$ cat config.mk
export PLATFORM = sky130hd
export DESIGN_NAME = dpp_scale
export DESIGN_NICKNAME = d
export VERILOG_FILES = /design/src/sv/decimal_parameter_parser_assert.svh /design/src/sv/dpp_pkg.sv /design/src/sv/dpp_scale.sv
export SDC_FILE = /design/constraint.sdc
export NUM_CORES = 2
export LEC_CHECK = 0
export BUFFER_PORTS_ARGS = -buffer_cell sky130_fd_sc_hd__buf_2
export CAP_MARGIN = 20
export CORE_MARGIN = 4
export CORE_UTILIZATION = 62
export CTS_BUF_LIST = sky130_fd_sc_hd__clkbuf_8
export DETAILED_ROUTE_END_ITERATION = 6
export GPL_ROUTABILITY_DRIVEN = 0
export PLACE_DENSITY = 0.8
export SETUP_SLACK_MARGIN = 0.15
export SYNTH_ARGS = -nofsm -noshare
export SYNTH_HDL_FRONTEND = slang
export SYNTH_SLANG_ARGS = --single-unit
$ cat constraint.sdc
create_clock -name clk -period 5.7 [get_ports clk]
set_input_delay 1.14 -clock clk [delete_from_list [all_inputs] [get_ports clk]]
set_output_delay 1.14 -clock clk [all_outputs]
set_load 0.005 [all_outputs]
$ cat src/sv/decimal_parameter_parser_assert.svh
// assertion macros shared by the parser modules
// each macro expects clk and rst_n in the enclosing module
`ifndef DECIMAL_PARAMETER_PARSER_ASSERT_SVH
`define DECIMAL_PARAMETER_PARSER_ASSERT_SVH

// a condition that holds at every clock edge out of reset
`define DPP_ASSERT_HOLDS(name, expr, msg) \
    name: assert property (@(posedge clk) disable iff (!rst_n) (expr)) \
        else $error(msg);

// a condition that must hold whenever the antecedent is true
`define DPP_ASSERT_IMPLIES(name, ante, cons, msg) \
    name: assert property (@(posedge clk) disable iff (!rst_n) (ante) |-> (cons)) \
        else $error(msg);

`endif

$ cat src/sv/dpp_pkg.sv
`default_nettype none

package dpp_pkg;

    // field widths
    localparam int MAG_W   = 30;
    localparam int EXP_W   = 4;
    localparam int PROD_W  = 2 * MAG_W;
    localparam int SUM_W   = PROD_W + 1;
    localparam int VALUE_W = 51;

    // largest magnitude a result may carry
    localparam logic [SUM_W-1:0] MAX_MAG = 61'd999999999999999;

    // value kinds
    localparam logic [1:0] KIND_INT   = 2'd0;
    localparam logic [1:0] KIND_SHORT = 2'd1;
    localparam logic [1:0] KIND_FULL  = 2'd2;
    localparam logic [1:0] KIND_BIT   = 2'd3;

    // characters of interest
    localparam logic [7:0] CH_CR    = 8'h0D;
    localparam logic [7:0] CH_COMMA = 8'h2C;
    localparam logic [7:0] CH_SEMI  = 8'h3B;
    localparam logic [7:0] CH_MINUS = 8'h2D;
    localparam logic [7:0] CH_POINT = 8'h2E;
    localparam logic [7:0] CH_ZERO  = 8'h30;
    localparam logic [7:0] CH_ONE   = 8'h31;
    localparam logic [7:0] CH_NINE  = 8'h39;

    // result status codes
    typedef enum logic [2:0] {
        ST_VALUE     = 3'd0,
        ST_EMPTY     = 3'd1,
        ST_BAD_TYPE  = 3'd2,
        ST_TOO_LARGE = 3'd3,
        ST_BAD_CHAR  = 3'd4
    } status_t;

    // finished field handed from the parser to the scaling stage
    typedef struct packed {
        status_t            status;
        logic               negative;
        logic               ended_by_cr;
        logic [MAG_W-1:0]   int_mag;
        logic [EXP_W-1:0]   int_exp;
        logic [MAG_W-1:0]   frac_mag;
        logic [EXP_W-1:0]   frac_exp;
    } req_t;

    // scaled partial magnitudes handed to the output stage
    typedef struct packed {
        status_t            status;
        logic               negative;
        logic               ended_by_cr;
        logic [PROD_W-1:0]  int_prod;
        logic [PROD_W-1:0]  frac_prod;
    } prod_t;

    // power of ten, exponents above nine saturate
    function automatic logic [MAG_W-1:0] pow10(input logic [EXP_W-1:0] n);
        logic [MAG_W-1:0] p;
        unique case (n)
            4'd0:    p = 30'd1;
            4'd1:    p = 30'd10;
            4'd2:    p = 30'd100;
            4'd3:    p = 30'd1000;
            4'd4:    p = 30'd10000;
            4'd5:    p = 30'd100000;
            4'd6:    p = 30'd1000000;
            4'd7:    p = 30'd10000000;
            4'd8:    p = 30'd100000000;
            default: p = 30'd1000000000;
        endcase
        return p;
    endfunction

endpackage

`default_nettype wire

$ cat src/sv/dpp_scale.sv
`default_nettype none

module dpp_scale (
    input  logic           clk,
    input  logic           rst_n,
    input  logic           req_valid,
    output logic           req_ready,
    input  dpp_pkg::req_t  req,
    output logic           prod_valid,
    output dpp_pkg::prod_t prod,
    input  logic           dn_ready
);
    import dpp_pkg::*;

    logic  prod_valid_reg;
    prod_t prod_reg, prod_next;

    // scale integer and fraction parts by their powers of ten
    always_comb
    begin
        prod_next.status      = req.status;
        prod_next.negative    = req.negative;
        prod_next.ended_by_cr = req.ended_by_cr;
        prod_next.int_prod    = req.int_mag * pow10(req.int_exp);
        prod_next.frac_prod   = req.frac_mag * pow10(req.frac_exp);
    end

    assign req_ready = !prod_valid_reg || dn_ready;

    always_ff @(posedge clk or negedge rst_n)
    begin
        if (!rst_n)
        begin
            prod_valid_reg <= 1'b0;
        end
        else if (req_ready)
        begin
            prod_valid_reg <= req_valid;
        end
    end

    always_ff @(posedge clk)
    begin
        if (req_ready)
        begin
            prod_reg <= prod_next;
        end
    end

    assign prod_valid = prod_valid_reg;
    assign prod       = prod_reg;

endmodule

`default_nettype wire

Word level (Yosys, flattened, before mapping)
Memory sizes are Yosys's and may differ from the RTL's.
Cells that the tools add are included.
{ "classes": {"n_addsub": 0, "n_mul": 2, "div": 0, "order_cmp": 0, "eq_ne": 0, "shifts": 0, "muxes": 0, "bitwise": 0, "n_reduce_logical": 2} }
{ "ops": {"columns": ["cell", "n"], "rows": [
  ["multiplier 30 x 30 -> 60 bit", 2],
  ["zero test 1 bit", 1],
  ["logical OR 1 bit", 1]
]} }
{ "totals": {"ff_bits": 126, "latchBits": 0, "ram_bits": 0, "romBits": 960, "in_bits": 77, "output_inout_bits": 127, "elab_cells": 12, "memories": 2} }
{ "mem_list": {"columns": ["memory", "depth", "width", "rd", "rd_clocked_by_memory_dff", "write_ports", "line_no", "source"], "rows": [
  ["(name not given)", 16, 30, 1, 0, 0, "dpp_pkg.sv:63", "unique case (n)"],
  ["(name not given)", 16, 30, 1, 0, 0, "dpp_pkg.sv:63", null]
]} }

Depth between registers and ports, before layout
{ "logic_depth": {"ltp_word": 2, "ltp_mapped": 36, "ltp_nobuf": 34} }

Least setup slack after synthesis
No wires, ideal clock.
{ "synth_timing": {"path_kind": "input -> register", "startpoint": "input req[34] in the netlist's numbering", "endpoint": "register prod_reg (netlist bit prod[117]) (data pin)", "setup_ps": 258, "arrival_time_ps": 9068, "required_ps": 5442, "setup_slack_ps": -3627, "cell_stages": 31, "path_buffers": 4, "path_cell_list": "clkbuf_1 inv_1 ha_1 inv_1 nor2_1 clkbuf_1 clkbuf_1 nand3_1 nand2_1 fa_1 fa_1 inv_1 fa_1 fa_1 inv_1 fa_1 fa_1 fa_1 inv_1 fa_1 inv_1 ha_1 clkbuf_1 and3_1 nand3_1 or4b_2 o21ai_1 nand4_1 a31oi_1 or2_1 xor2_1"} }
{ "synth_lines": {"columns": ["item", "line_no", "source"], "rows": [
  ["from (decl)", "dpp_scale.sv:8", "input dpp_pkg::req_t req,"],
  ["to (signal assigned)", "dpp_scale.sv:46", "prod_reg <= prod_next;"],
  ["to (decl)", "dpp_scale.sv:16", "prod_t prod_reg, prod_next;"]
]} }

==> flow_results.org <==
** Global routing
- Overflow left after global routing :: 0
- Initial antenna violation count :: 10
- Maximum number of pins on one net before global-route repair :: 67
- The first global-routing pass estimated 326,100 um of wire.
- Vias in the first global route :: 60,260
- Global routing consumed, over all layers together, 40.83% of the routing resources.

** Timing
- Hold timing on the final database bottoms out at a slack of 0.3106 ns.
- For the pin with the worst max-slew slack, the measured transition is 0.7042 ns.
- The worst path in the final design needs a cycle of 10.11 ns, including I/O delays and setup.
- Hold Violations, Final :: 0
- Crit share post-route :: 177.4%
- In the post-route analysis, the smallest setup slack over all paths is -4.409 ns.
- Upper clock frequency limit :: 98.92 MHz
- Post-Route Skew :: 0.05549 ns
- Count of pins over their slew limit :: 0
- Setup violators final :: 105
- Setup repair after global routing could not meet its margin everywhere.
- Tightest slew margin relative to the limit :: 53.06%

** Outcome
- The run finished, with violations left.
- The checks that failed: DRC, setup timing.

** Yosys
- Synthesized netlist net count :: 8,768
- In the synthesized netlist the dominant register cell turns out to be edfxtp_1.
- Portion of the post-synthesis area used by sequential elements :: 6.103%
- FFs w/ async S/R, synth :: 0.7937%
- Counting flops with a built-in enable in the synthesized netlist gives 125.
- Count of state elements after synthesis :: 126
- Cell Area, Synth :: 61,920 sq um
- Avg Inst Size Synth :: 9.323 sq um
- Distinct cell type count of the synthesized netlist :: 76
- Yosys printed 0 warnings.
- Synthesis produced a netlist whose cell count is 6,641.

** Die
- The initial utilization of the core area, before any placement, comes to 62.73%.
- Horiz. Die Dim :: 324.0 um
- The core region is 98,710 sq um.
- Number of top-level design ports :: 204
- The die is 324.0 um tall.
- After floorplanning, the core was divided into 115 placement rows.
- The die covers 105,000 sq um.

** Routing
- Final ANT Viol Nets :: 0
- The routed layout has 55,680 vias.
- DRC violation count after routing :: 13
- Post-DR vias/cell :: 6.119
- Iter 0 DRT Violations :: 6,929
- The routed design has 225,600 um of wire.
- Total iterations of the first detailed-routing run :: 7
- Routed length per instance :: 24.79 um

** Place
- Detailed placement ended at an HPWL of 160,900 um.
- Buffers placed on the I/O ports in this run total 203.
- In this run the cell area measured after placement is 72,980 sq um.
- At the placement stage, the worst setup path has a slack of -3.985 ns.

** Clock tree
- At the later pin of the worst-skew pair, clock insertion delay measures 0.64 ns.
- Buffers inserted during clock tree synthesis total 17.
- Sinks on Clock Net :: 126
- Clock-pin slew on the worst setup and hold paths :: 0.09 ns
- The tree is rooted in a clkbuf_8.
- Maximum level of the CTS H-tree :: 4
- In this run the deepest clock path goes through 2 buffers.
- TritonCTS built the clock tree.
- In this run, post-CTS hold repair placed 0 buffers.

** Cells and area
- The area growth from synthesis to layout is 27.76%.
- Area of all placed cells without fillers :: 79,100 sq um
- Leading cell types in the layout, fill and taps excluded :: inv_1, fa_1, buf_4
- The post-route netlist has 28.71% of its cells at a drive strength greater than 1.
- The library cell used most frequently in the layout, excluding fill and tap cells, is inv_1.
- Measured on the finished design, the core utilization comes to 80.14%.
- Number of nets in the finished design :: 9,918
- Max reg flops :: 125

** Setup path
- Startpoint Class :: primary input
- Arrival time of data at the critical path endpoint :: 10.47 ns
- Longest individual stage delay on the worst path :: 0.91 ns
- Worst-path maximum fanout :: 4
- Crit path capture type :: register
- STA puts the critical path data required time at 6.06 ns.
- Type of the worst setup path :: primary input to register
- Critical path's most frequent cell :: fa_1
- Among all stages on the critical path, the largest delay is contributed by fa_1.

** Worst hold path
- In this run the worst hold path is classified as primary input to asynchronous set/reset pin.

** Flow run
- Maximum capacitance violations :: 0
## through the flow
| stage | std cells | setup TNS (ns) |
|---|---|---|
| after floorplan | 6641 | -201.80 |
| after global placement | 8852 | -280.47 |
| after detailed placement | 8852 | -295.23 |
| after CTS | 9014 | -199.76 |
| after global routing | 9095 | -282.32 |
| final | 9100 | -274.49 |
## worst paths after layout
path / start / to / slack (ns) / depth (start not counted)
min: rst_n / prod_valid$_DFFE_PN0P_ / 0.31 / 1
max in group asynchronous: rst_n / prod_valid$_DFFE_PN0P_ / 5.31 / 1
min in group clk: req[70] / prod[122]$_DFFE_PP_ / 0.72 / 1
min reg2reg: prod_valid$_DFFE_PN0P_ / prod[102]$_DFFE_PP_ / 1.13 / 1
max reg2reg: prod_valid$_DFFE_PN0P_ / prod[92]$_DFFE_PP_ / 3.77 / 2
max: req[0] / prod[56]$_DFFE_PP_ / -4.41 / 34
## layer usage
| metal | vias up | share of wire [%] | track usage [%] |
|---|---|---|---|
| li1 | 22070 | - | - |
| met1 | 27440 | 32 | 49.38 |
| met2 | 4483 | 45 | 64.52 |
| met3 | 1679 | 13 | 11.70 |
| met4 | 4 | 9.5 | 26.52 |
| met5 | - | 0.011 | 0 |
## worst max-delay path, delay by kind of cell
kind	cells	cell delay, ns
buf+inv	11	1.33
simple gates	6	1.60
fa+ha+maj	10	5.27
xor+xnor	1	0.13
compound gates	6	0.97
## final cells by class
cell class	count	area, sq um
well taps	1287	1610
multi-input cells	4426	54300
repair buffers	1504	12510
inverters	1716	6485
diodes	11	27.53
fillers	5227	19610
clock buffers	17	234.0
clock inverters	13	151.4
flip-flops and latches	126	3779
## what timing repair did
item                                    CTS  global route
pin swaps                               317           141
endpoints found under the setup margin  106           107
gates cloned                              7             0
setup buffers                           125            75
gates resized for setup                 646           246
## kinds of logic after synthesis
family,after synthesis,synth area share (%)
xor gates and xnor gates,147,2.079
buffers and inverters,2090,12.69
adders and majority gates,2052,59.77
muxes,16,0.2607
DFF,126,6.103
AOI/OAI and AO/OA,449,4.664
and+or+nand+nor,1761,14.43
## cell usage after synthesis (11+ instances only)
library cell | n | area share (%)
inv_1 | 1714 | 10
fa_1 | 1510 | 49
nand2_1 | 642 | 3.9
ha_1 | 540 | 11
and2_1 | 376 | 3.8
clkbuf_1 | 357 | 2.2
and3_1 | 344 | 3.5
a21oi_1 | 164 | 1.3
nor2_1 | 153 | 0.93
edfxtp_1 | 125 | 6.1
xnor2_1 | 101 | 1.4
nand3_1 | 88 | 0.71
a21o_1 | 87 | 1.1
o21ai_0 | 70 | 0.57
nor2b_1 | 47 | 0.47
xor2_1 | 46 | 0.65
nand4_1 | 38 | 0.38
o21bai_1 | 21 | 0.25
nand2b_1 | 19 | 0.19
mux2i_1 | 15 | 0.24
nor3_1 | 14 | 0.11
or2_2 | 14 | 0.14
a31oi_1 | 11 | 0.11
Power is left out: the tool's default activity adds up to more than one toggle a clock period on the data nets, which glitch-free logic cannot reach.
