<file path="config.mk">
export PLATFORM = sky130hd
export DESIGN_NAME = dpp_out
export DESIGN_NICKNAME = d
export VERILOG_FILES = /design/src/sv/dpp_pkg.sv /design/src/sv/dpp_out.sv
export VERILOG_INCLUDE_DIRS = /design/src /design/src/sv
export SDC_FILE = /design/constraint.sdc
export NUM_CORES = 1
export LEC_CHECK = 0
export ABC_AREA = 1
export BUFFER_PORTS_ARGS = -buffer_cell sky130_fd_sc_hd__buf_2
export CORE_MARGIN = 10
export CORE_UTILIZATION = 43
export DETAILED_ROUTE_END_ITERATION = 8
export SLEW_MARGIN = 20
export SYNTH_ARGS = -nofsm -noshare
export SYNTH_HDL_FRONTEND = slang
export SYNTH_SLANG_ARGS = --single-unit
</file>
<file path="constraint.sdc">
create_clock -name clk -period 4.11 [get_ports clk]
set_input_delay 0.822 -clock clk [delete_from_list [all_inputs] [get_ports clk]]
set_output_delay 0.822 -clock clk [all_outputs]
set_load 0.02 [all_outputs]
</file>
<file path="src/sv/decimal_parameter_parser_assert.svh">
// assertion macros shared by the parser modules
// each macro expects clk and rst_n in the enclosing module
`ifndef DECIMAL_PARAMETER_PARSER_ASSERT_SVH
`define DECIMAL_PARAMETER_PARSER_ASSERT_SVH

// a condition that holds at every clock edge out of reset
`define DPP_ASSERT_HOLDS(name, expr, msg) \
    name: assert property (@(posedge clk) disable iff (!rst_n) (expr)) \
        else $error(msg);

// a condition that must hold whenever the antecedent is true
`define DPP_ASSERT_IMPLIES(name, ante, cons, msg) \
    name: assert property (@(posedge clk) disable iff (!rst_n) (ante) |-> (cons)) \
        else $error(msg);

`endif

</file>
<file path="src/sv/dpp_pkg.sv">
`default_nettype none

package dpp_pkg;

    // field widths
    localparam int MAG_W   = 30;
    localparam int EXP_W   = 4;
    localparam int PROD_W  = 2 * MAG_W;
    localparam int SUM_W   = PROD_W + 1;
    localparam int VALUE_W = 51;

    // largest magnitude a result may carry
    localparam logic [SUM_W-1:0] MAX_MAG = 61'd999999999999999;

    // value kinds
    localparam logic [1:0] KIND_INT   = 2'd0;
    localparam logic [1:0] KIND_SHORT = 2'd1;
    localparam logic [1:0] KIND_FULL  = 2'd2;
    localparam logic [1:0] KIND_BIT   = 2'd3;

    // characters of interest
    localparam logic [7:0] CH_CR    = 8'h0D;
    localparam logic [7:0] CH_COMMA = 8'h2C;
    localparam logic [7:0] CH_SEMI  = 8'h3B;
    localparam logic [7:0] CH_MINUS = 8'h2D;
    localparam logic [7:0] CH_POINT = 8'h2E;
    localparam logic [7:0] CH_ZERO  = 8'h30;
    localparam logic [7:0] CH_ONE   = 8'h31;
    localparam logic [7:0] CH_NINE  = 8'h39;

    // result status codes
    typedef enum logic [2:0] {
        ST_VALUE     = 3'd0,
        ST_EMPTY     = 3'd1,
        ST_BAD_TYPE  = 3'd2,
        ST_TOO_LARGE = 3'd3,
        ST_BAD_CHAR  = 3'd4
    } status_t;

    // finished field handed from the parser to the scaling stage
    typedef struct packed {
        status_t            status;
        logic               negative;
        logic               ended_by_cr;
        logic [MAG_W-1:0]   int_mag;
        logic [EXP_W-1:0]   int_exp;
        logic [MAG_W-1:0]   frac_mag;
        logic [EXP_W-1:0]   frac_exp;
    } req_t;

    // scaled partial magnitudes handed to the output stage
    typedef struct packed {
        status_t            status;
        logic               negative;
        logic               ended_by_cr;
        logic [PROD_W-1:0]  int_prod;
        logic [PROD_W-1:0]  frac_prod;
    } prod_t;

    // power of ten, exponents above nine saturate
    function automatic logic [MAG_W-1:0] pow10(input logic [EXP_W-1:0] n);
        logic [MAG_W-1:0] p;
        unique case (n)
            4'd0:    p = 30'd1;
            4'd1:    p = 30'd10;
            4'd2:    p = 30'd100;
            4'd3:    p = 30'd1000;
            4'd4:    p = 30'd10000;
            4'd5:    p = 30'd100000;
            4'd6:    p = 30'd1000000;
            4'd7:    p = 30'd10000000;
            4'd8:    p = 30'd100000000;
            default: p = 30'd1000000000;
        endcase
        return p;
    endfunction

endpackage

`default_nettype wire

</file>
<file path="src/sv/dpp_out.sv">
`default_nettype none
`include "decimal_parameter_parser_assert.svh"

module dpp_out (
    input  logic           clk,
    input  logic           rst_n,
    input  logic           prod_valid,
    output logic           prod_ready,
    input  dpp_pkg::prod_t prod,
    output logic           m_tvalid,
    input  logic           m_tready,
    output logic [55:0]    m_tdata,
    output logic [3:0]     m_tuser
);
    import dpp_pkg::*;

    logic               out_valid_reg;
    status_t            status_reg, status_next;
    logic [VALUE_W-1:0] value_reg, value_next;
    logic               cr_reg, cr_next;
    logic [SUM_W-1:0]   sum;
    logic [VALUE_W-1:0] mag;

    // sum, range check and sign
    assign sum = {1'b0, prod.int_prod} + {1'b0, prod.frac_prod};
    assign mag = sum[VALUE_W-1:0];

    always_comb
    begin
        status_next = prod.status;
        cr_next     = prod.ended_by_cr;
        value_next  = '0;
        if (prod.status == ST_VALUE)
        begin
            if (sum > MAX_MAG)
            begin
                status_next = ST_TOO_LARGE;
                cr_next     = 1'b0;
            end
            else
            begin
                value_next = prod.negative ? (VALUE_W'(0) - mag) : mag;
            end
        end
    end

    assign prod_ready = !out_valid_reg || m_tready;

    always_ff @(posedge clk or negedge rst_n)
    begin
        if (!rst_n)
        begin
            out_valid_reg <= 1'b0;
        end
        else if (prod_ready)
        begin
            out_valid_reg <= prod_valid;
        end
    end

    always_ff @(posedge clk)
    begin
        if (prod_ready)
        begin
            status_reg <= status_next;
            value_reg  <= value_next;
            cr_reg     <= cr_next;
        end
    end

    assign m_tvalid = out_valid_reg;
    assign m_tdata  = {{(56-VALUE_W){1'b0}}, value_reg};
    assign m_tuser  = {cr_reg, status_reg};

    // checks
    `DPP_ASSERT_IMPLIES(a_err_zero_value, out_valid_reg && (status_reg != ST_VALUE),
        value_reg == '0, "error word carries a nonzero value")
    `DPP_ASSERT_IMPLIES(a_cr_status, out_valid_reg && cr_reg,
        (status_reg == ST_VALUE) || (status_reg == ST_EMPTY),
        "carriage return flag on an error word")

endmodule

`default_nettype wire

</file>
# Word level (Yosys, flattened, before mapping)
# Cells that the tools add are included.
[op_classes]
add_sub_neg = 2
magnitude_cmp = 1
muxes = 5
n_bitwise = 1
n_reduce_logical = 4
[op_table]
columns = ["cell", "n"]
rows = [
  ["$add A60 B60 Y61", 1],
  ["$gt A61 B50 Y1 const B", 1],
  ["$mux W51", 1],
  ["$sub A1 B51 Y51 const A", 1],
  ["$mux W3", 2],
  ["$logic_not A3 Y1", 1],
  ["$mux W1", 2],
  ["$reduce_or A2 Y1", 1],
  ["$logic_not A1 Y1", 1],
  ["$logic_or A1 B1 Y1", 1],
  ["$not A1 Y1", 1],
]
[totals]
reg_bits = 56
in_bits = 129
out_inout_bits = 62
wordCells = 17

# Depth between registers and ports, before layout
# Gate-level depths: netlist (run 1).
[depth]
depth_word = 4
ltp_mapped = 25
ltp_nobuf = 24

# Worst setup path after synthesis (run 1)
# OpenSTA, ideal clock, no wires.
[synth_timing]
path_kind = "input-to-reg"
from = "in prod[0] in the netlist's numbering"
to = "reg value_reg[33], data pin"
setup_time_ns = 0.256
arrival_ns = 3.166
required_ns = 3.854
setup_slack_ns = 0.688
path_stages = 24
n_path_buf = 1
path_cell_list = "ha_1 -> inv_1 -> fa_1 -> inv_1 -> nand3_1 -> nor2_1 -> nand2_1 -> nand3_2 -> nand2_2 -> nand2_2 -> nand2_1 -> nand3b_1 -> nand2_2 -> nor2_1 -> nand2_1 -> nor2_1 -> nand2_1 -> nor2_1 -> nand2_1 -> nand3_2 -> nand2_2 -> nand2_4 -> buf_6 -> nor2_2"
[synth_between]
elab_chain_cells = 3
elab_cells_between_ends = 5
classes_between = "add/sub: 2; order compare: 1; mux: 1; reduce/logical: 1"
[synth_lines]
columns = ["item", "line_no", "text"]
rows = [
  ["from (decl)", "dpp_out.sv:9", "input dpp_pkg::prod_t prod,"],
  ["$add A60 B60 Y61 *", "dpp_out.sv:25", "assign sum = {1'b0, prod.int_prod} + {1'b0, prod.frac_prod};"],
  ["$sub A1 B51 Y51 or $gt A61 B50 Y1 (tied branches)", "dpp_out.sv:42, dpp_out.sv:35", ""],
  ["$mux W51 or $reduce_or A2 Y1 (tied branches)", "-", ""],
  ["to (signal assigned)", "dpp_out.sv:66", "value_reg <= value_next;"],
  ["to (decl)", "dpp_out.sv:19", "logic [VALUE_W-1:0] value_reg, value_next;"],
]
# Mark *: on every way between the ends. The rest lies on a longest branch, timed or not.
# A chain may end at the register's enable or synchronous reset.

# Final worst setup path (run 1)
[layout_timing]
from = "in prod[40] in the netlist's numbering"
to = "reg value_reg[5], data pin"
[layout_between]
elab_chain_cells = 3
[layout_lines]
columns = ["item", "line_no", "text"]
rows = [
  ["$add A60 B60 Y61", "dpp_out.sv:25", ""],
  ["$gt A61 B50 Y1", "dpp_out.sv:35", "if (sum > MAX_MAG)"],
  ["$reduce_or A2 Y1 (no source line)", "-", ""],
]
# Every way passes these cells.

==> run_results.csv, run 1 <==
group,metric,value,unit
run_status,status,"completed",
routing,first_pass_iters,5,
routing,vias,11100,
pwr,finalPower,2.58,mW
pwr,p_comb_share,58.4,%
sta,rsz0062_at_grt,"false",
routing,routed_via_density,4.87,
routing,drtIter0Drc,807,
synthesis,synth_seq_cells,56,
final_layout,diodes,0,
min_path,hp-class,"primary input to asynchronous set/reset pin",
final_layout,largest_reg_flops,51,
routing,drt_wl_total,34.2,mm
synthesis,ys.flop_type,"edfxtp_1",
pwr,seqPwrFrac,25.8,%
pwr,powerDensity,228,nW/um^2
floorplan,io_pins,191,
final_layout,fin_nets,2197,
global_route,antenna_found_initial,0,
synthesis,synthArstFlopShare,1.79,%
placement,hpwl,30.8,mm
critical_path,worstPathArrival,3.80,ns
global_route,grt_pass1_wl,53.9,mm
pwr,peakVddDrop,0.181,mV
routing,wire_per_inst,15.0,microns
floorplan,rows,54,
critical_path,critical-path-max-stage-delay,0.43,ns
sta,hold_viol_final,0,
floorplan,die_area,29000,sq um
placement,portBuffers,185,
critical_path,required,4.16,ns
floorplan,initial_core_util,44.1,%
pwr,p_sw,1.22,mW
routing,ant_nets,0,
synthesis,syn_avg_cell_area,5.42,sq um
synthesis,synthDistinctLibCells,37,
global_route,grt_pass1_vias,10400,
global_route,grt_max_degree,57,
cts,postCtsResizedCells,0,
sta,finalSetupViolCount,0,
sta,fin_crit_sh,91.3,%
cts,clk_path_buf_depth,2,
cts,holdBufCountCts,0,
synthesis,synth_area,9720,sq um
pwr,p_leak,6.81,nW
critical_path,setup.worst_path.class,"primary input to flip-flop",
floorplan,dieHeight,170,microns
critical_path,end_kind,"flip-flop",
synthesis,ys_warn_count,0,
floorplan,die_width,170,microns
sta,period_needed,3.75,ns
cts,clkSinkCount,56,
sta,maxSlewHeadroom,55.7,%
cts,root_buffer,"clkbuf_16",
routing,drc_errors,0,
floorplan,core_region_area,22000,sq um
cts,htree_levels,2,
critical_path,worst_path_max_delay_cell,"nor4_1",
critical_path,timing.critical_path.mode_cell,"nand2_1",
sta,slew_viol_final,0,
final_layout,drive_gt1_share,15.4,%
pwr,p_int,1.36,mW
global_route,track_usage,23.1,%
cts,clock_latency,0.29,ns
sta,skew,0.00135,ns
sta,tightest_slew,0.664,ns
cts,post_cts_buffers,0,
synthesis,synth-edff-count,55,
pwr,switching_share,47.2,%
cts,numCtsBuffers,5,
critical_path,worst-path-max-fanout,31,
critical_path,start_kind,"primary input",
cts,clk_pin_slew,0.07,ns
global_route,grt-ovfl-total,0,
flow_run,max_cap_violations,0,
critical_path,critical_path.cell_chain,"buf_2 -> ha_1 -> nand2_1 -> buf_4 -> nor2_1 -> inv_1 -> nor4_1 -> nand3_1 -> nand3_1 -> nand2_1 -> nand2_1 -> nand2_1 -> nor2_1 -> nand2_1 -> nor2_1 -> nand2_1 -> nand3_2 -> nand2_2 -> nand2_4 -> buf_12 -> nor2_1",
synthesis,syn_inst,1792,
final_layout,area_growth,16.4,%
sta,max_freq,267,MHz
synthesis,synth-seq-area-share,17.3,%
pwr,p_clk_share,15.8,%
sta,fin_setup_tns,0,ns
cts,cts_tree,"yes",
placement,routabilityCongestion,0.966,
-- layout by cell type (no fill, tap or decap), types with 2 or more instances in the layout --
cell and n:
ha_1 61, inv_1 361, edfxtp_1 55, nand2_1 714, xnor2_1 7, o21bai_1 10
clkinv_2 2, a21oi_1 56, nand3_1 101, nor2_1 189, buf_4 33, buf_2 185
a21oi_2 3, nand2_2 13, conb_1 5, xor2_1 38, clkbuf_16 5, inv_2 7
nand4_1 35, nor3_2 3, nor2_4 2, nor3_1 15, o21ai_0 25, nand3b_1 15
nor2_2 45, nand3_2 7
-- Yosys cell counts (2+ instances only) --
library cell,instances,area share (%)
nand2_1,717,28
inv_1,361,14
nor2_1,191,7.4
nand3_1,101,5.2
ha_1,62,8.0
a21oi_1,57,2.9
edfxtp_1,55,17
nor2_2,43,2.8
xor2_1,38,3.4
nand4_1,35,2.3
o21ai_0,25,1.3
nand3b_1,15,1.2
nor3_1,15,0.77
nand2_2,10,0.64
o21bai_1,10,0.77
inv_2,7,0.27
nand3_2,7,0.72
xnor2_1,7,0.63
buf_4,6,0.46
buf_6,5,0.58
buf_1,3,0.12
clkbuf_1,3,0.12
nor3_2,3,0.31
a21oi_2,2,0.18
nor2_4,2,0.23
-- worst max-delay path: cells and delay by family --
family | cells | cell delay, ns
fa+ha+maj | 1 | 0.42
buf+inv | 4 | 0.53
simple gates | 16 | 2.02
-- layer usage --
| layer | share of wire [%] | GRT usage [%] | routed length, microns | up-vias |
|---|---|---|---|---|
| li1 | - | - | - | 5882 |
| met1 | 49 | 32.8 | 16700 | 4884 |
| met2 | 44 | 37.3 | 14900 | 341 |
| met3 | 6.4 | 2.11 | 2200 | 25 |
| met4 | 1.3 | 4.31 | 456 | 0 |
| met5 | 0 | 0 | 0 | - |
-- through the flow --
step	setup slack, ns	cell area, sq um	hold WS, ns	util, %	cells
after floorplan	0.688	9730	0.526	-	1796
after global placement	-0.0155	11200	0.596	50.6	2278
after detailed placement	0.00567	11200	0.597	50.6	2278
after CTS	0.314	11300	0.278	51.3	2286
after global routing	0.0323	11300	0.282	51.4	2286
final	0.358	11300	0.289	51.4	2286
-- worst paths after layout --
path	from	endpoint	slack, ns	cells past startpoint
setup / recovery	prod[40]	value_reg[5]$_SDFFCE_PP0P_	0.36	21
hold / removal	rst_n	m_tvalid$_DFFE_PN0P_	0.29	1
setup reg to reg	m_tvalid$_DFFE_PN0P_	value_reg[21]$_SDFFCE_PP0P_	2.67	2
hold reg to reg	m_tvalid$_DFFE_PN0P_	m_tvalid$_DFFE_PN0P_	0.96	3
max in group asynchronous	rst_n	m_tvalid$_DFFE_PN0P_	3.74	1
min in group clk	prod_valid	m_tvalid$_DFFE_PN0P_	0.71	3
-- cells by family (layout without fill, tap and decap cells) --
| kind of cell | after synthesis | in the layout | synth area share (%) |
|---|---|---|---|
| xor gates and xnor gates | 45 | 45 | 4.06 |
| buffers and inverters | 385 | 595 | 15.5 |
| DFF | 56 | 56 | 17.3 |
| adders and majority gates | 63 | 63 | 8.19 |
| and+or+nand+nor | 1144 | 1144 | 49.5 |
| other | 1 | 5 | 0.0386 |
| AOI/OAI and AO/OA | 98 | 98 | 5.47 |
-- final cells by class --
| type | count | area (sq um) |
|---|---|---|
| clock buffer | 5 | 125 |
| clock inverter | 3 | 18.8 |
| fill | 2466 | 10700 |
| inverter | 368 | 1380 |
| multi-input combinational | 1355 | 6570 |
| sequential | 56 | 1680 |
| tap | 280 | 350 |
| timing repair buffer | 219 | 1190 |
-- power by group through the flow --
stage	Sequential [mW]	Clock [mW]	Combinational, mW
final	0.665	0.409	1.51
after global routing	0.668	0.443	1.69
after CTS	0.665	0.423	1.48
after detailed placement	0.678	0	1.48
after global placement	0.677	0	1.47
after floorplan	0.719	0	0.960
Power figures use the tool's default switching activity.
==> run 2: changes to the inputs <==
- MAX_ROUTING_LAYER: default -> met4
- RECOVER_POWER: default -> 50
==> run 2 against run 1 <==
First-iteration DRC count rose by 7.7%. Critical path depth fell by 2. Via count fell by 0.13%. Clock skew barely moved. Fmax fell by 2.1%. The flow now finishes with violations (capacitance limit, slew limit). Critical endpoint is now value_reg[3]$_SDFFCE_PP0P_. Register-to-register slack got worse by 1.6 ns. Highest routed layer unchanged.
==> run_results.csv, run 2 (synthesized netlist as in run 1, its figures left out) <==
group,metric,value,unit
run_status,status,"finished with violations",
run_status,violations,"capacitance limit, slew limit",
floorplan,die_area,29000,sq um
floorplan,rows,54,
pwr,p_leak,6.56,nW
routing,drtIter0Drc,869,
routing,ant_nets,0,
sta,maxSlewHeadroom,-91.8,%
sta,finalWorstSetupSlack,0.278,ns
final_layout,fill_cells,2522,
sta,period_needed,3.83,ns
critical_path,worstPathArrival,3.88,ns
final_layout,final_cell_mix,"nand2_1, inv_1, nor2_1",
critical_path,required,4.16,ns
critical_path,start_kind,"primary input",
final_layout,mostFrequentLayoutCell,"nand2_1",
final_layout,largest_reg_flops,51,
critical_path,end_kind,"flip-flop",
placement,routabilityCongestion,1.02,
cts,cts_tree,"yes",
floorplan,initial_core_util,44.1,%
floorplan,die_width,170,microns
routing,first_pass_iters,5,
critical_path,setup.worst_path.class,"primary input to flip-flop",
routing,drt_wl_total,35.2,mm
pwr,peakVddDrop,0.268,mV
cts,clkSinkCount,56,
pwr,finalPower,2.63,mW
routing,vias,11100,
placement,portBuffers,185,
cts,clk_pin_slew,0.07,ns
sta,fin_crit_sh,93.2,%
cts,post_cts_buffers,0,
sta,tightest_slew,2.88,ns
cts,clk_path_buf_depth,2,
placement,post-place-ws,0.0288,ns
cts,clock_latency,0.29,ns
routing,routed_via_density,4.89,
min_path,hp-class,"primary input to asynchronous set/reset pin",
sta,slew_viol_final,57,
cts,numCtsBuffers,5,
global_route,grt_pass1_vias,10400,
routing,wire_per_inst,15.5,microns
floorplan,dieHeight,170,microns
global_route,grt_pass1_wl,54.6,mm
floorplan,io_pins,191,
final_layout,diodes,0,
final_layout,area_growth,14.9,%
pwr,powerDensity,235,nW/um^2
routing,drc_errors,0,
sta,max_freq,261,MHz
flow_run,max_cap_violations,1,
sta,finalSetupViolCount,0,
global_route,track_usage,24.2,%
global_route,grt_max_degree,57,
floorplan,core_region_area,22000,sq um
global_route,grt-ovfl-total,0,
placement,hpwl,31.5,mm
final_layout,fin_nets,2186,
sta,skew,0.00172,ns
global_route,antenna_found_initial,0,
sta,hold_viol_final,0,
cts,htree_levels,2,
final_layout,drive_gt1_share,11.8,%
sta,rsz0062_at_grt,"false",
critical_path,worst-path-max-fanout,31,
cts,root_buffer,"clkbuf_16",
[run 2: layer usage]
metal	wire length (microns)	track usage [%]	vias up	share of wire, %
met4	505	4.39	0	1.4
met1	17200	33.1	4858	49
met2	15200	37.7	362	43
met5	0	-	-	0
li1	-	-	5863	-
met3	2410	3.12	35	6.8
[run 2: metrics by stage]
| stage | hold WS [ns] | TNS, ns | cell area, sq um | std cells | utilization (%) |
|---|---|---|---|---|---|
| final | 0.291 | 0 | 11200 | 2275 | 50.7 |
| after global routing | 0.274 | 0 | 11200 | 2275 | 50.7 |
| after CTS | 0.282 | 0 | 11200 | 2275 | 51.0 |
| after detailed placement | 0.603 | 0 | 11100 | 2267 | 50.3 |
| after global placement | 0.597 | -0.679 | 11100 | 2267 | 50.3 |
| after floorplan | 0.526 | 0 | 9730 | 1796 | - |
[run 2: area by class of cell]
| type | count | area, sq um | share of cell area (%) |
|---|---|---|---|
| clock buffer | 5 | 125 | 1.12 |
| clock inverter | 3 | 42.5 | 0.381 |
| inverter | 368 | 1380 | 12.4 |
| multi-input combinational | 1355 | 6560 | 58.7 |
| sequential | 56 | 1680 | 15.0 |
| tap | 280 | 350 | 3.14 |
| timing repair buffer | 208 | 1040 | 9.27 |
[run 2: path summary, 6_finish.rpt]
path	slack [ns]	cells past startpoint	endpoint	startpoint
setup reg to reg	1.03	2	value_reg[13]$_SDFFCE_PP0P_	m_tvalid$_DFFE_PN0P_
min in group clk	0.72	3	m_tvalid$_DFFE_PN0P_	prod_valid
max in group asynchronous	3.73	1	m_tvalid$_DFFE_PN0P_	rst_n
setup / recovery	0.28	19	value_reg[3]$_SDFFCE_PP0P_	prod[18]
hold / removal	0.29	1	m_tvalid$_DFFE_PN0P_	rst_n
hold reg to reg	1.96	3	m_tvalid$_DFFE_PN0P_	m_tvalid$_DFFE_PN0P_
[run 2: repair_timing]
action / 4_1_cts / 5_1_grt
hold buffers: 0 / 0
setup endpoints to repair: 0 / 4
gates resized for setup: 0 / 3
[run 2: where the power goes]
part	internal, mW	total [mW]	switching (mW)
combinational	0.458	1.48	1.03
sequential	0.660	0.668	0.00808
clock	0.287	0.479	0.192
total	1.40	2.63	1.23
[run 2: worst max-delay path, cell delays in order]
cell	delay, ns
buf_2	0.10
ha_1	0.45
nand2_1	0.17
nor2_2	0.18
nand2_1	0.12
nor3_1	0.45
nand2_1	0.11
nand2_1	0.16
xor2_1	0.26
nand3_1	0.12
nor2_1	0.19
nand2_1	0.07
nor2_1	0.10
nand2_1	0.06
nand3_2	0.08
nand2_2	0.07
nand2_4	0.09
buf_12	0.19
nor2_1	0.06
