==> config.mk <==
export PLATFORM = sky130hd
export DESIGN_NAME = dpp_parse
export DESIGN_NICKNAME = d
export VERILOG_FILES = /design/src/sv/dpp_pkg.sv /design/src/sv/dpp_parse.sv
export VERILOG_INCLUDE_DIRS = /design/src /design/src/sv
export SDC_FILE = /design/constraint.sdc
export NUM_CORES = 1
export LEC_CHECK = 0
export ABC_AREA = 1
export BUFFER_PORTS_ARGS = -buffer_cell sky130_fd_sc_hd__buf_2
export CAP_MARGIN = 30
export CORE_MARGIN = 2
export CORE_UTILIZATION = 25
export CTS_CLUSTER_DIAMETER = 30
export CTS_CLUSTER_SIZE = 28
export DETAILED_ROUTE_END_ITERATION = 6
export GPL_ROUTABILITY_DRIVEN = 0
export PLACE_DENSITY = 0.43
export SETUP_SLACK_MARGIN = 0.2
export SYNTH_ARGS = -nofsm -noshare
export SYNTH_HDL_FRONTEND = slang
export SYNTH_SLANG_ARGS = --single-unit
==> constraint.sdc <==
create_clock -name clk -period 5.6 [get_ports clk]
set_input_delay 0.28 -clock clk [delete_from_list [all_inputs] [get_ports clk]]
set_output_delay 0.28 -clock clk [all_outputs]
set_load 0.02 [all_outputs]
==> src/sv/decimal_parameter_parser_assert.svh <==
// assertion macros shared by the parser modules
// each macro expects clk and rst_n in the enclosing module
`ifndef DECIMAL_PARAMETER_PARSER_ASSERT_SVH
`define DECIMAL_PARAMETER_PARSER_ASSERT_SVH

// a condition that holds at every clock edge out of reset
`define DPP_ASSERT_HOLDS(name, expr, msg) \
    name: assert property (@(posedge clk) disable iff (!rst_n) (expr)) \
        else $error(msg);

// a condition that must hold whenever the antecedent is true
`define DPP_ASSERT_IMPLIES(name, ante, cons, msg) \
    name: assert property (@(posedge clk) disable iff (!rst_n) (ante) |-> (cons)) \
        else $error(msg);

`endif

==> src/sv/dpp_pkg.sv <==
`default_nettype none

package dpp_pkg;

    // field widths
    localparam int MAG_W   = 30;
    localparam int EXP_W   = 4;
    localparam int PROD_W  = 2 * MAG_W;
    localparam int SUM_W   = PROD_W + 1;
    localparam int VALUE_W = 51;

    // largest magnitude a result may carry
    localparam logic [SUM_W-1:0] MAX_MAG = 61'd999999999999999;

    // value kinds
    localparam logic [1:0] KIND_INT   = 2'd0;
    localparam logic [1:0] KIND_SHORT = 2'd1;
    localparam logic [1:0] KIND_FULL  = 2'd2;
    localparam logic [1:0] KIND_BIT   = 2'd3;

    // characters of interest
    localparam logic [7:0] CH_CR    = 8'h0D;
    localparam logic [7:0] CH_COMMA = 8'h2C;
    localparam logic [7:0] CH_SEMI  = 8'h3B;
    localparam logic [7:0] CH_MINUS = 8'h2D;
    localparam logic [7:0] CH_POINT = 8'h2E;
    localparam logic [7:0] CH_ZERO  = 8'h30;
    localparam logic [7:0] CH_ONE   = 8'h31;
    localparam logic [7:0] CH_NINE  = 8'h39;

    // result status codes
    typedef enum logic [2:0] {
        ST_VALUE     = 3'd0,
        ST_EMPTY     = 3'd1,
        ST_BAD_TYPE  = 3'd2,
        ST_TOO_LARGE = 3'd3,
        ST_BAD_CHAR  = 3'd4
    } status_t;

    // finished field handed from the parser to the scaling stage
    typedef struct packed {
        status_t            status;
        logic               negative;
        logic               ended_by_cr;
        logic [MAG_W-1:0]   int_mag;
        logic [EXP_W-1:0]   int_exp;
        logic [MAG_W-1:0]   frac_mag;
        logic [EXP_W-1:0]   frac_exp;
    } req_t;

    // scaled partial magnitudes handed to the output stage
    typedef struct packed {
        status_t            status;
        logic               negative;
        logic               ended_by_cr;
        logic [PROD_W-1:0]  int_prod;
        logic [PROD_W-1:0]  frac_prod;
    } prod_t;

    // power of ten, exponents above nine saturate
    function automatic logic [MAG_W-1:0] pow10(input logic [EXP_W-1:0] n);
        logic [MAG_W-1:0] p;
        unique case (n)
            4'd0:    p = 30'd1;
            4'd1:    p = 30'd10;
            4'd2:    p = 30'd100;
            4'd3:    p = 30'd1000;
            4'd4:    p = 30'd10000;
            4'd5:    p = 30'd100000;
            4'd6:    p = 30'd1000000;
            4'd7:    p = 30'd10000000;
            4'd8:    p = 30'd100000000;
            default: p = 30'd1000000000;
        endcase
        return p;
    endfunction

endpackage

`default_nettype wire

==> src/sv/dpp_parse.sv <==
`default_nettype none
`include "decimal_parameter_parser_assert.svh"

module dpp_parse #(
    parameter int INT_DIGIT_LIMIT       = 9,
    parameter int FIXED_INT_DIGIT_LIMIT = 6,
    parameter int SHORT_FRAC_DIGITS     = 6,
    parameter int FULL_FRAC_DIGITS      = 9
) (
    input  logic          clk,
    input  logic          rst_n,
    input  logic          s_tvalid,
    output logic          s_tready,
    input  logic [7:0]    s_tdata,
    input  logic [1:0]    s_tuser,
    input  logic          s_tlast,
    output logic          req_valid,
    output dpp_pkg::req_t req,
    input  logic          dn_ready
);
    import dpp_pkg::*;

    typedef enum logic [4:0] {
        PH_START   = 5'b00001,
        PH_INT     = 5'b00010,
        PH_FRAC    = 5'b00100,
        PH_BIT     = 5'b01000,
        PH_DISCARD = 5'b10000
    } phase_t;

    localparam logic [EXP_W-1:0] INT_LIM   = EXP_W'(INT_DIGIT_LIMIT);
    localparam logic [EXP_W-1:0] FIXED_LIM = EXP_W'(FIXED_INT_DIGIT_LIMIT);
    localparam logic [EXP_W-1:0] SHORT_FW  = EXP_W'(SHORT_FRAC_DIGITS);
    localparam logic [EXP_W-1:0] FULL_FW   = EXP_W'(FULL_FRAC_DIGITS);
    localparam logic [EXP_W-1:0] CNT_MAX   = 4'd9;

    // input word register
    logic             in_valid_reg;
    logic [7:0]       ch_reg;
    logic [1:0]       kind_reg;
    logic             last_reg;

    // field state
    phase_t           phase_reg, phase_next;
    logic             neg_reg, neg_next;
    logic [MAG_W-1:0] int_reg, int_next;
    logic [MAG_W-1:0] frac_reg, frac_next;
    logic [EXP_W-1:0] cnt_reg, cnt_next;

    // request register
    logic             req_valid_reg;
    req_t             req_reg, req_next;

    // character decode
    logic             is_cr, is_term, is_digit, is_bit_ch, fixed;
    logic [7:0]       sep;
    logic [3:0]       dval;
    logic [EXP_W-1:0] fw, cnt_inc;

    // step outcome
    logic             emit, clr, discard, run_int, consume, dn_ok;

    assign sep       = last_reg ? CH_SEMI : CH_COMMA;
    assign is_cr     = (ch_reg == CH_CR);
    assign is_term   = is_cr || (ch_reg == sep);
    assign is_digit  = (ch_reg >= CH_ZERO) && (ch_reg <= CH_NINE);
    assign is_bit_ch = (ch_reg == CH_ZERO) || (ch_reg == CH_ONE);
    assign dval      = ch_reg[3:0];
    assign fixed     = (kind_reg == KIND_SHORT) || (kind_reg == KIND_FULL);
    assign fw        = (kind_reg == KIND_SHORT) ? SHORT_FW : FULL_FW;
    assign cnt_inc   = cnt_reg + 4'd1;

    // one character against the field state
    always_comb
    begin
        phase_next = phase_reg;
        neg_next   = neg_reg;
        int_next   = int_reg;
        frac_next  = frac_reg;
        cnt_next   = cnt_reg;
        emit       = 1'b0;
        clr        = 1'b0;
        discard    = 1'b0;
        run_int    = 1'b0;
        req_next   = '0;
        req_next.status   = ST_VALUE;
        req_next.negative = neg_reg;

        unique case (phase_reg)
            PH_START:
            begin
                if (is_term)
                begin
                    emit = 1'b1;
                    clr  = 1'b1;
                    req_next.status      = ST_EMPTY;
                    req_next.ended_by_cr = is_cr;
                end
                else if (kind_reg == KIND_BIT)
                begin
                    if (is_bit_ch)
                    begin
                        int_next   = {{(MAG_W-1){1'b0}}, ch_reg[0]};
                        phase_next = PH_BIT;
                    end
                    else
                    begin
                        emit = 1'b1;
                        clr  = 1'b1;
                        discard = 1'b1;
                        req_next.status = ST_BAD_TYPE;
                    end
                end
                else if (ch_reg == CH_MINUS)
                begin
                    neg_next   = 1'b1;
                    phase_next = PH_INT;
                end
                else
                begin
                    run_int = 1'b1;
                end
            end
            PH_INT:
            begin
                run_int = 1'b1;
            end
            PH_FRAC:
            begin
                if ((kind_reg == KIND_INT) || (kind_reg == KIND_BIT))
                begin
                    emit = 1'b1;
                    clr  = 1'b1;
                    discard = !is_term;
                    req_next.status = ST_BAD_TYPE;
                end
                else if (is_term)
                begin
                    emit = 1'b1;
                    clr  = 1'b1;
                    if (cnt_reg > fw)
                    begin
                        req_next.status = ST_BAD_CHAR;
                    end
                    else
                    begin
                        req_next.ended_by_cr = is_cr;
                        req_next.int_mag     = int_reg;
                        req_next.int_exp     = fw;
                        req_next.frac_mag    = frac_reg;
                        req_next.frac_exp    = fw - cnt_reg;
                    end
                end
                else if (is_digit && (cnt_reg < fw))
                begin
                    frac_next = MAG_W'(frac_reg * 30'd10) + {26'b0, dval};
                    cnt_next  = cnt_inc;
                end
                else
                begin
                    emit = 1'b1;
                    clr  = 1'b1;
                    discard = 1'b1;
                    req_next.status = ST_BAD_CHAR;
                end
            end
            PH_BIT:
            begin
                emit = 1'b1;
                clr  = 1'b1;
                if (is_term)
                begin
                    req_next.ended_by_cr = is_cr;
                    req_next.int_mag     = {{(MAG_W-1){1'b0}}, int_reg[0]};
                end
                else
                begin
                    discard = 1'b1;
                    req_next.status = ST_BAD_TYPE;
                end
            end
            PH_DISCARD:
            begin
                if (is_term)
                begin
                    clr = 1'b1;
                end
                else
                begin
                    discard = 1'b1;
                end
            end
            default:
            begin
                clr = 1'b1;
            end
        endcase

        // integer digits, shared by the start and integer phases
        if (run_int)
        begin
            phase_next = PH_INT;
            if (kind_reg == KIND_BIT)
            begin
                emit = 1'b1;
                clr  = 1'b1;
                discard = !is_term;
                req_next.status = ST_BAD_TYPE;
            end
            else if (is_digit)
            begin
                if (fixed && (cnt_inc > FIXED_LIM))
                begin
                    emit = 1'b1;
                    clr  = 1'b1;
                    discard = 1'b1;
                    req_next.status = ST_BAD_TYPE;
                end
                else if (cnt_inc > INT_LIM)
                begin
                    emit = 1'b1;
                    clr  = 1'b1;
                    discard = 1'b1;
                    req_next.status = ST_TOO_LARGE;
                end
                else
                begin
                    int_next = MAG_W'(int_reg * 30'd10) + {26'b0, dval};
                    cnt_next = cnt_inc;
                end
            end
            else if (is_term)
            begin
                emit = 1'b1;
                clr  = 1'b1;
                if ((cnt_reg == 4'd0) || (fixed && (cnt_reg > FIXED_LIM)))
                begin
                    req_next.status = ST_BAD_TYPE;
                end
                else
                begin
                    req_next.ended_by_cr = is_cr;
                    req_next.int_mag     = int_reg;
                    req_next.int_exp     = fixed ? fw : 4'd0;
                end
            end
            else if ((ch_reg == CH_POINT) && fixed && (cnt_reg <= FIXED_LIM))
            begin
                phase_next = PH_FRAC;
                cnt_next   = 4'd0;
            end
            else
            begin
                emit = 1'b1;
                clr  = 1'b1;
                discard = 1'b1;
                req_next.status = (ch_reg == CH_POINT) ? ST_BAD_TYPE : ST_BAD_CHAR;
            end
        end

        // any result or terminator clears the field; an error inside it leads to the discard phase, else to the start
        if (clr)
        begin
            phase_next = discard ? PH_DISCARD : PH_START;
            neg_next   = 1'b0;
            int_next   = '0;
            frac_next  = '0;
            cnt_next   = '0;
        end
    end

    // handshake: a word with no result never waits on downstream
    assign dn_ok    = !req_valid_reg || dn_ready;
    assign consume  = in_valid_reg && (dn_ok || !emit);
    assign s_tready = !in_valid_reg || consume;

    // input word register
    always_ff @(posedge clk or negedge rst_n)
    begin
        if (!rst_n)
        begin
            in_valid_reg <= 1'b0;
        end
        else if (s_tready)
        begin
            in_valid_reg <= s_tvalid;
        end
    end

    always_ff @(posedge clk)
    begin
        if (s_tvalid && s_tready)
        begin
            ch_reg   <= s_tdata;
            kind_reg <= s_tuser;
            last_reg <= s_tlast;
        end
    end

    // field state update
    always_ff @(posedge clk or negedge rst_n)
    begin
        if (!rst_n)
        begin
            phase_reg <= PH_START;
            neg_reg   <= 1'b0;
            int_reg   <= '0;
            frac_reg  <= '0;
            cnt_reg   <= '0;
        end
        else if (consume)
        begin
            phase_reg <= phase_next;
            neg_reg   <= neg_next;
            int_reg   <= int_next;
            frac_reg  <= frac_next;
            cnt_reg   <= cnt_next;
        end
    end

    // request register
    always_ff @(posedge clk or negedge rst_n)
    begin
        if (!rst_n)
        begin
            req_valid_reg <= 1'b0;
        end
        else if (dn_ok)
        begin
            req_valid_reg <= consume && emit;
        end
    end

    always_ff @(posedge clk)
    begin
        if (dn_ok)
        begin
            req_reg <= req_next;
        end
    end

    assign req_valid = req_valid_reg;
    assign req       = req_reg;

    // checks
    `DPP_ASSERT_IMPLIES(a_start_clear, phase_reg == PH_START,
        (int_reg == '0) && (frac_reg == '0) && (cnt_reg == '0) && !neg_reg,
        "field state not clear at start of field")
    `DPP_ASSERT_HOLDS(a_cnt_range, cnt_reg <= CNT_MAX, "digit count out of range")
    `DPP_ASSERT_IMPLIES(a_err_no_mag, req_valid_reg && (req_reg.status != ST_VALUE),
        (req_reg.int_mag == '0) && (req_reg.frac_mag == '0),
        "error request carries a magnitude")

endmodule

`default_nettype wire

Word level (Yosys, flattened, before mapping)

Index checks and enable logic that the tools add are counted.

Register bits: 156
Output and inout port bits: 75
Word-level logic and storage cells: 203

$mul: 2
Reduce and logical (&&, ||, !) cells: 34
Multiplexer cells: 117
$lt $le $gt $ge: 8
$add $sub $neg: 4
Bitwise operators: 2
Equal/unequal tests: 19

Operators with widths:

| cell                                                              | number |
|---|---|
| 2-to-1 mux 30 bit                                                 | 15 |
| 2-to-1 mux 69 bit                                                 | 3 |
| 2-to-1 mux 35 bit                                                 | 5 |
| adder 30 x 4 -> 30 bit                                            | 2 |
| multiplier 30 x 3 -> 29 bit, second input constant                | 2 |
| one-hot mux 30 bit (2 select lines)                               | 1 |
| 2-to-1 mux 4 bit                                                  | 14 |
| 2-to-1 mux 3 bit                                                  | 17 |
| 2-to-1 mux 5 bit                                                  | 9 |
| 2-to-1 mux 1 bit                                                  | 41 |
| 2-to-1 mux 38 bit                                                 | 1 |
| equality test 8 x 6 -> 1 bit, second input constant               | 4 |
| 2-to-1 mux 31 bit                                                 | 1 |
| AND reduction 5 bit                                               | 3 |
| logical AND 1 bit                                                 | 9 |
| one-hot mux 1 bit (3 select lines)                                | 3 |
| one-hot mux 3 bit (3 select lines)                                | 1 |
| equality test 8 x 4 -> 1 bit, second input constant               | 1 |
| equality test 8 x 6 -> 1 bit                                      | 1 |
| greater-or-equal comparator 8 x 6 -> 1 bit, second input constant | 1 |
| > comparator 4 x 3 -> 1 bit, second input constant                | 2 |
| <= comparator 8 x 6 -> 1 bit, second input constant               | 1 |
| logical OR 1 bit                                                  | 8 |
| 2-to-1 mux 2 bit                                                  | 4 |
| 28 further kinds                                                  | 37 |

Longest topological paths before layout

Word-level depth: 18
Depth in mapped cells: 25
Gate-level depth less buffers: 25

Worst setup path after synthesis

Ideal clock, no wire load.

Path kind: reg2reg
Start: reg int_reg[1]
End: reg int_reg[19]
Buffers on the path: 0
Setup slack: 2390 ps
Data arrival time: 3127 ps
Period minus slack after synthesis: 3210 ps
Stages on the path, launching flop included: 22
Cell sequence: dfrtp_1 ha_1 ha_1 inv_1 fa_1 inv_1 nand2_1 nor3_1 nand2_1 nor2_1 nand2_1 nor2_1 nand3_1 nor2_1 nand2_1 nor2_1 inv_1 nor2_1 o21ai_0 nand2_1 nand2_1 o21ai_0

Longest elaborated chain between the ends: 8

Ends and longest elaborated chain:

| item                        | line             | RTL |
|---|---|---|
| from (decl)                 | dpp_parse.sv:46  | `logic [MAG_W-1:0] int_reg, int_next;` |
| from (signal assigned)      | dpp_parse.sv:315 | `int_reg <= int_next;` |
| multiplier 30 x 3 -> 29 bit | dpp_parse.sv:228 | `int_next = MAG_W'(int_reg * 30'd10) + {26'b0, dval};` |
| adder 30 x 4 -> 30 bit      | dpp_parse.sv:228 |  |
| 2-to-1 mux 30 bit           | dpp_parse.sv:219 | `else if (cnt_inc > INT_LIM)` |
| 2-to-1 mux 30 bit           | dpp_parse.sv:212 | `if (fixed && (cnt_inc > FIXED_LIM))` |
| 2-to-1 mux 30 bit           | dpp_parse.sv:210 | `else if (is_digit)` |
| 2-to-1 mux 30 bit           | dpp_parse.sv:203 | `if (kind_reg == KIND_BIT)` |
| 2-to-1 mux 30 bit           | dpp_parse.sv:200 | `if (run_int)` |
| 2-to-1 mux 30 bit           | dpp_parse.sv:262 | `if (clr)` |

No other way between the ends.
A chain may end at the register's enable or synchronous reset.

Worst setup path after layout

Start: reg ch_reg[2]
End: reg frac_reg[1]

Longest elaborated chain between the ends: 16
Elaborated cells between the ends (all ways): 50
Classes of those cells: order compare (2); eq/ne (8); mux (28); reduce/logical (12)

Ends and longest elaborated chain:

| item                                                                                       | line                               | RTL |
|---|---|---|
| from (decl)                                                                                | dpp_parse.sv:39                    | `logic [7:0] ch_reg;` |
| from (signal assigned)                                                                     | dpp_parse.sv:294                   | `ch_reg <= s_tdata;` |
| greater-or-equal comparator 8 x 6 -> 1 bit or <= comparator 8 x 6 -> 1 bit (tied branches) | dpp_parse.sv:66                    | `assign is_digit = (ch_reg >= CH_ZERO) && (ch_reg <= CH_NINE);` |
| logical AND 1 bit                                                                          | dpp_parse.sv:66                    |  |
| logical AND 1 bit                                                                          | dpp_parse.sv:154                   | `else if (is_digit && (cnt_reg < fw))` |
| 2-to-1 mux 1 bit                                                                           | dpp_parse.sv:154                   |  |
| 2-to-1 mux 1 bit                                                                           | dpp_parse.sv:137                   | `else if (is_term)` |
| 2-to-1 mux 1 bit                                                                           | dpp_parse.sv:130                   | `if ((kind_reg == KIND_INT) \|\| (kind_reg == KIND_BIT))` |
| one-hot mux 1 bit (3 select lines)                                                         | dpp_parse.sv:89                    | `unique case (phase_reg)` |
| 2-to-1 mux 1 bit (on tied branches)                                                        | dpp_parse.sv:247, dpp_parse.sv:219 |  |
| 2-to-1 mux 1 bit (on tied branches)                                                        | dpp_parse.sv:232, dpp_parse.sv:212 |  |
| 2-to-1 mux 1 bit                                                                           | dpp_parse.sv:210                   |  |
| 2-to-1 mux 1 bit                                                                           | dpp_parse.sv:203                   |  |
| 2-to-1 mux 1 bit                                                                           | dpp_parse.sv:200                   |  |
| zero test 1 bit                                                                            | dpp_parse.sv:274                   | `assign consume = in_valid_reg && (dn_ok \|\| !emit);` |
| logical OR 1 bit                                                                           | dpp_parse.sv:274                   |  |
| logical AND 1 bit                                                                          | dpp_parse.sv:274                   |  |
| AND reduction 5 bit (no source line)                                                       | -                                  |  |
| to (signal assigned)                                                                       | dpp_parse.sv:316                   | `frac_reg <= frac_next;` |
| to (decl)                                                                                  | dpp_parse.sv:47                    | `logic [MAG_W-1:0] frac_reg, frac_next;` |

Parallel ways exist; a longest one is shown, timed or not.

==> impl_results.md <==
* Outcome: complete, but fails checks
* Failing checks: design-rule violations
* Die H at 226 um
* Worst R2R End: frac_reg[1]$_DFFE_PN0P_
* Internal at 2.48 mW
* Worst Skew at 0.0142 ns
* Compound-Gate Fraction of Synth Area at 10.4%
* Final min period at 4.35 ns
* Nets@finish at 1,908
* Final non-filler cell total at 2,447
* Post-route cell area at 14,200 sq um
* Period utilisation layout at 77.6%
* # diodes at 0
* CP arrival at 4.65 ns
* Initial antenna violation count at 0
* Final setup margin at 1.25 ns
* Post-synthesis cell count at 1,670
* Sequential Power Share at 37.2%
* Tot GR Track Use at 15.5%
* Clock Tree Root: clkbuf_16
* Yosys cell types at 58
* Site row count at 81
* # setup viols final at 0
* Via count at 11.2k
* VDD IR max at 0.000229 V
* Placed Area at 13,500 sq um
* Most common cell in the netlist: nand2_1
* Worst R2R Start: ch_reg[2]$_DFFE_PP_
* Post-synth EDFFs at 82
* Setup TNS at 0 ns
* DP Cell Count at 2,406
* Clk_lat worst skew at 0.45 ns
* Initial Util at 25.2%
* Final Hold Vio Count at 0
* Vias in the first global route at 10.9k
* Post-synth net total at 1,808
* Area fraction of the dominant cell type after synthesis at 20.1%
* Post-Place Worst Slack at 1.28 ns
* Post CTS Setup Buffer Count at 0
* Core footprint at 48,700 sq um
* Max FFs per register at 71
* Layout cell share with drive strength beyond 1 at 8.86%
* Synthesis-to-layout area growth at 15.8%
* Sequential area share after synthesis at 34.7%
* CTS tree: done
* R2R depth at 14
* Comb pwr share at 29.6%
* R2R Setup Slk at 1.25 ns
* Slew headroom at 46.1%
* Post-Synth XOR/XNOR Area at 4.49%
* Clk pwr share at 33.1%
* RSZ-0062 raised after global routing: false
* Critical Path Sink Type: flip-flop
* CTS HTree Levels at 4
* CP Max Fanout at 25
* WL/cell at 15.8 um
* DR vias/cell at 4.57
* Hold Path Class: input port to flip-flop
* Async set or reset register ratio after synthesis at 46.8%
* Launch point of the worst path: ch_reg[2]$_DFFE_PP_
* Crit start category: flip-flop
* Slew Limit Fails at 0
* Dominant cells by area after synthesis: edfxtp_1, dfrtp_1, nand2_1, ha_1, inv_1
* Total Routed Length at 38,600 um
* Top-level I/O count at 90
* Switching pwr at 1.42 mW
* Worst endpoint required time at 5.91 ns
* Worst setup path category: flip-flop to flip-flop
* Yosys warns at 0
* Adder-cell share of the synthesized area at 12.8%
* DRT iter0 DRCs at 751
* Area leader, netlist: edfxtp_1
* Drt first pass iters at 7
* Seq cells post-synth at 154
* Syn Std Cell Area at 12,300 sq um
* GR Overflow Total at 0
* Switching Share at 36.5%
* Post-DP HPWL at 31,000 um
* First-pass GRT wire length at 61,100 um
* CTS sink count at 154
* Max frequency at 230 MHz
* Worst Setup EP: frac_reg[1]$_DFFE_PN0P_
* Die ar. at 50,900 sq um
* Area fraction in and, or, nand and nor cells after synthesis at 28.6%
* Worst-case clock buffer depth at 2
* Count of buffers from port buffering at 89
* Post-CTS Resized at 0
* Max-Cap Viols at 0
* Slew at the pin closest to its max-slew limit at 0.809 ns
* Post-synth top cells: nand2_1, inv_1, nor2_1, ha_1, nand3_1
* CTS buffer count at 17
* P_leak at 6.91 nW
* Proportion of synthesized area in mux cells at 0%
* Die width at 226 um
* DRC at 8
* Largest family of logic cells by synthesized area: simple AND/OR/NAND/NOR gates
* Clock-pin slew on the worst setup and hold paths at 0.07 ns
* Post-synthesis area per instance at 7.35 sq um
* P per Cell Area at 274 nW/um^2
* Largest net degree at the start of global routing at 56
* Synth Flop Type: edfxtp_1
* ANT nets after route at 0
-- cell families (layout without fill, tap and decap cells) --
family	Yosys count	after routing
XOR/XNOR	63	63
buffers and inverters	280	393
flip-flops	154	154
AND/OR/NAND/NOR	828	828
adder cells (fa/ha/maj)	123	123
AO/OA/AOI/OAI	222	222
-- power groups by stage --
stage               registers [mW]  clock network (mW)  logic, mW
finish                        1.45                1.29       1.16
global route                  1.47                1.37       1.29
CTS                           1.46                1.33       1.17
detailed placement            1.48                   0       1.16
global placement              1.48                   0       1.17
floorplan                     1.59                   0      0.669
-- worst min-delay path by stage --
stage | startpoint | end | slack [ns] | depth (start not counted)
after global placement | rst_n | frac_reg[9]$_DFFE_PN0P_ | 0.19 | 1
after global routing | s_tdata[2] | ch_reg[2]$_DFFE_PP_ | 0.01 | 1
after CTS | s_tdata[2] | ch_reg[2]$_DFFE_PP_ | 0.02 | 1
final | s_tdata[2] | ch_reg[2]$_DFFE_PP_ | 0.05 | 1
after detailed placement | rst_n | frac_reg[11]$_DFFE_PN0P_ | 0.19 | 1
after floorplan | rst_n | cnt_reg[0]$_DFFE_PN0P_ | -0.02 | 0
-- layout make-up --
type	instances	area [sq um]
multi-input combinational	1236	6910
fill	5323	34500
timing repair buffer	103	596
sequential	154	4270
inverter	258	970
tap	664	831
clock buffer	20	447
clock inverter	12	195
-- metrics by stage --
stage          utilization, %  power [mW]  hold WS (ns)
4_1_cts                  29.2        3.96        0.0172
6_report                 29.2        3.90        0.0480
2_1_floorplan               -        2.26       -0.0156
3_3_place_gp             27.6        2.64         0.190
5_1_grt                  29.2        4.13       0.00992
3_5_place_dp             27.7        2.64         0.191
-- critical path, stage by stage, from the launching register on --
cell      delay (ns)
edfxtp_1        0.56
nand2_1         0.17
nor3_2          0.06
nand3_1         0.13
nand2_2         0.18
nor2_1          0.16
nand3_1         0.10
nand2_1         0.44
nand4_1         0.41
nand2_1         0.17
nand3_2         0.12
a21oi_2         0.67
nand2_1         0.33
nand2_2         0.52
o21ai_0         0.16
-- cell usage in the layout (no fill, tap or decap), types with 5 or more instances in the layout --
master / Yosys / layout
a21oi_1: 75 / 75
ha_1: 119 / 119
o21bai_1: 7 / 7
dlygate4sd3_1: 0 / 9
o21ai_1: 17 / 17
dfrtp_1: 71 / 71
nor3_1: 31 / 30
buf_2: 3 / 88
nor4_1: 5 / 5
xor2_1: 42 / 42
o21ai_0: 69 / 69
nor2_1: 222 / 222
edfxtp_1: 82 / 82
nand3_1: 105 / 105
nand4_1: 28 / 28
inv_1: 254 / 253
xnor2_1: 21 / 21
nand2_2: 5 / 5
o22ai_1: 19 / 19
nand3b_1: 7 / 7
buf_4: 6 / 5
nand2_1: 405 / 405
o211ai_1: 6 / 6
bufinv_16: 0 / 5
clkbuf_16: 0 / 17
-- metal layers --
| metal | wire length, um | share of wire (%) | global-route usage, % | up-vias |
|---|---|---|---|---|
| li1 | - | - | - | 5676 |
| met1 | 18600 | 48 | 21.1 | 5247 |
| met2 | 17900 | 46 | 25.4 | 230 |
| met3 | 1490 | 3.9 | 2.62 | 37 |
| met4 | 567 | 1.5 | 3.52 | 0 |
| met5 | 0 | 0 | 0 | - |
-- what timing repair did --
action,in CTS,in global routing
hold buffers,9,0
endpoints found under the hold margin,28,0
endpoints found under the setup margin,0,0
Power figures use the tool's default switching activity.
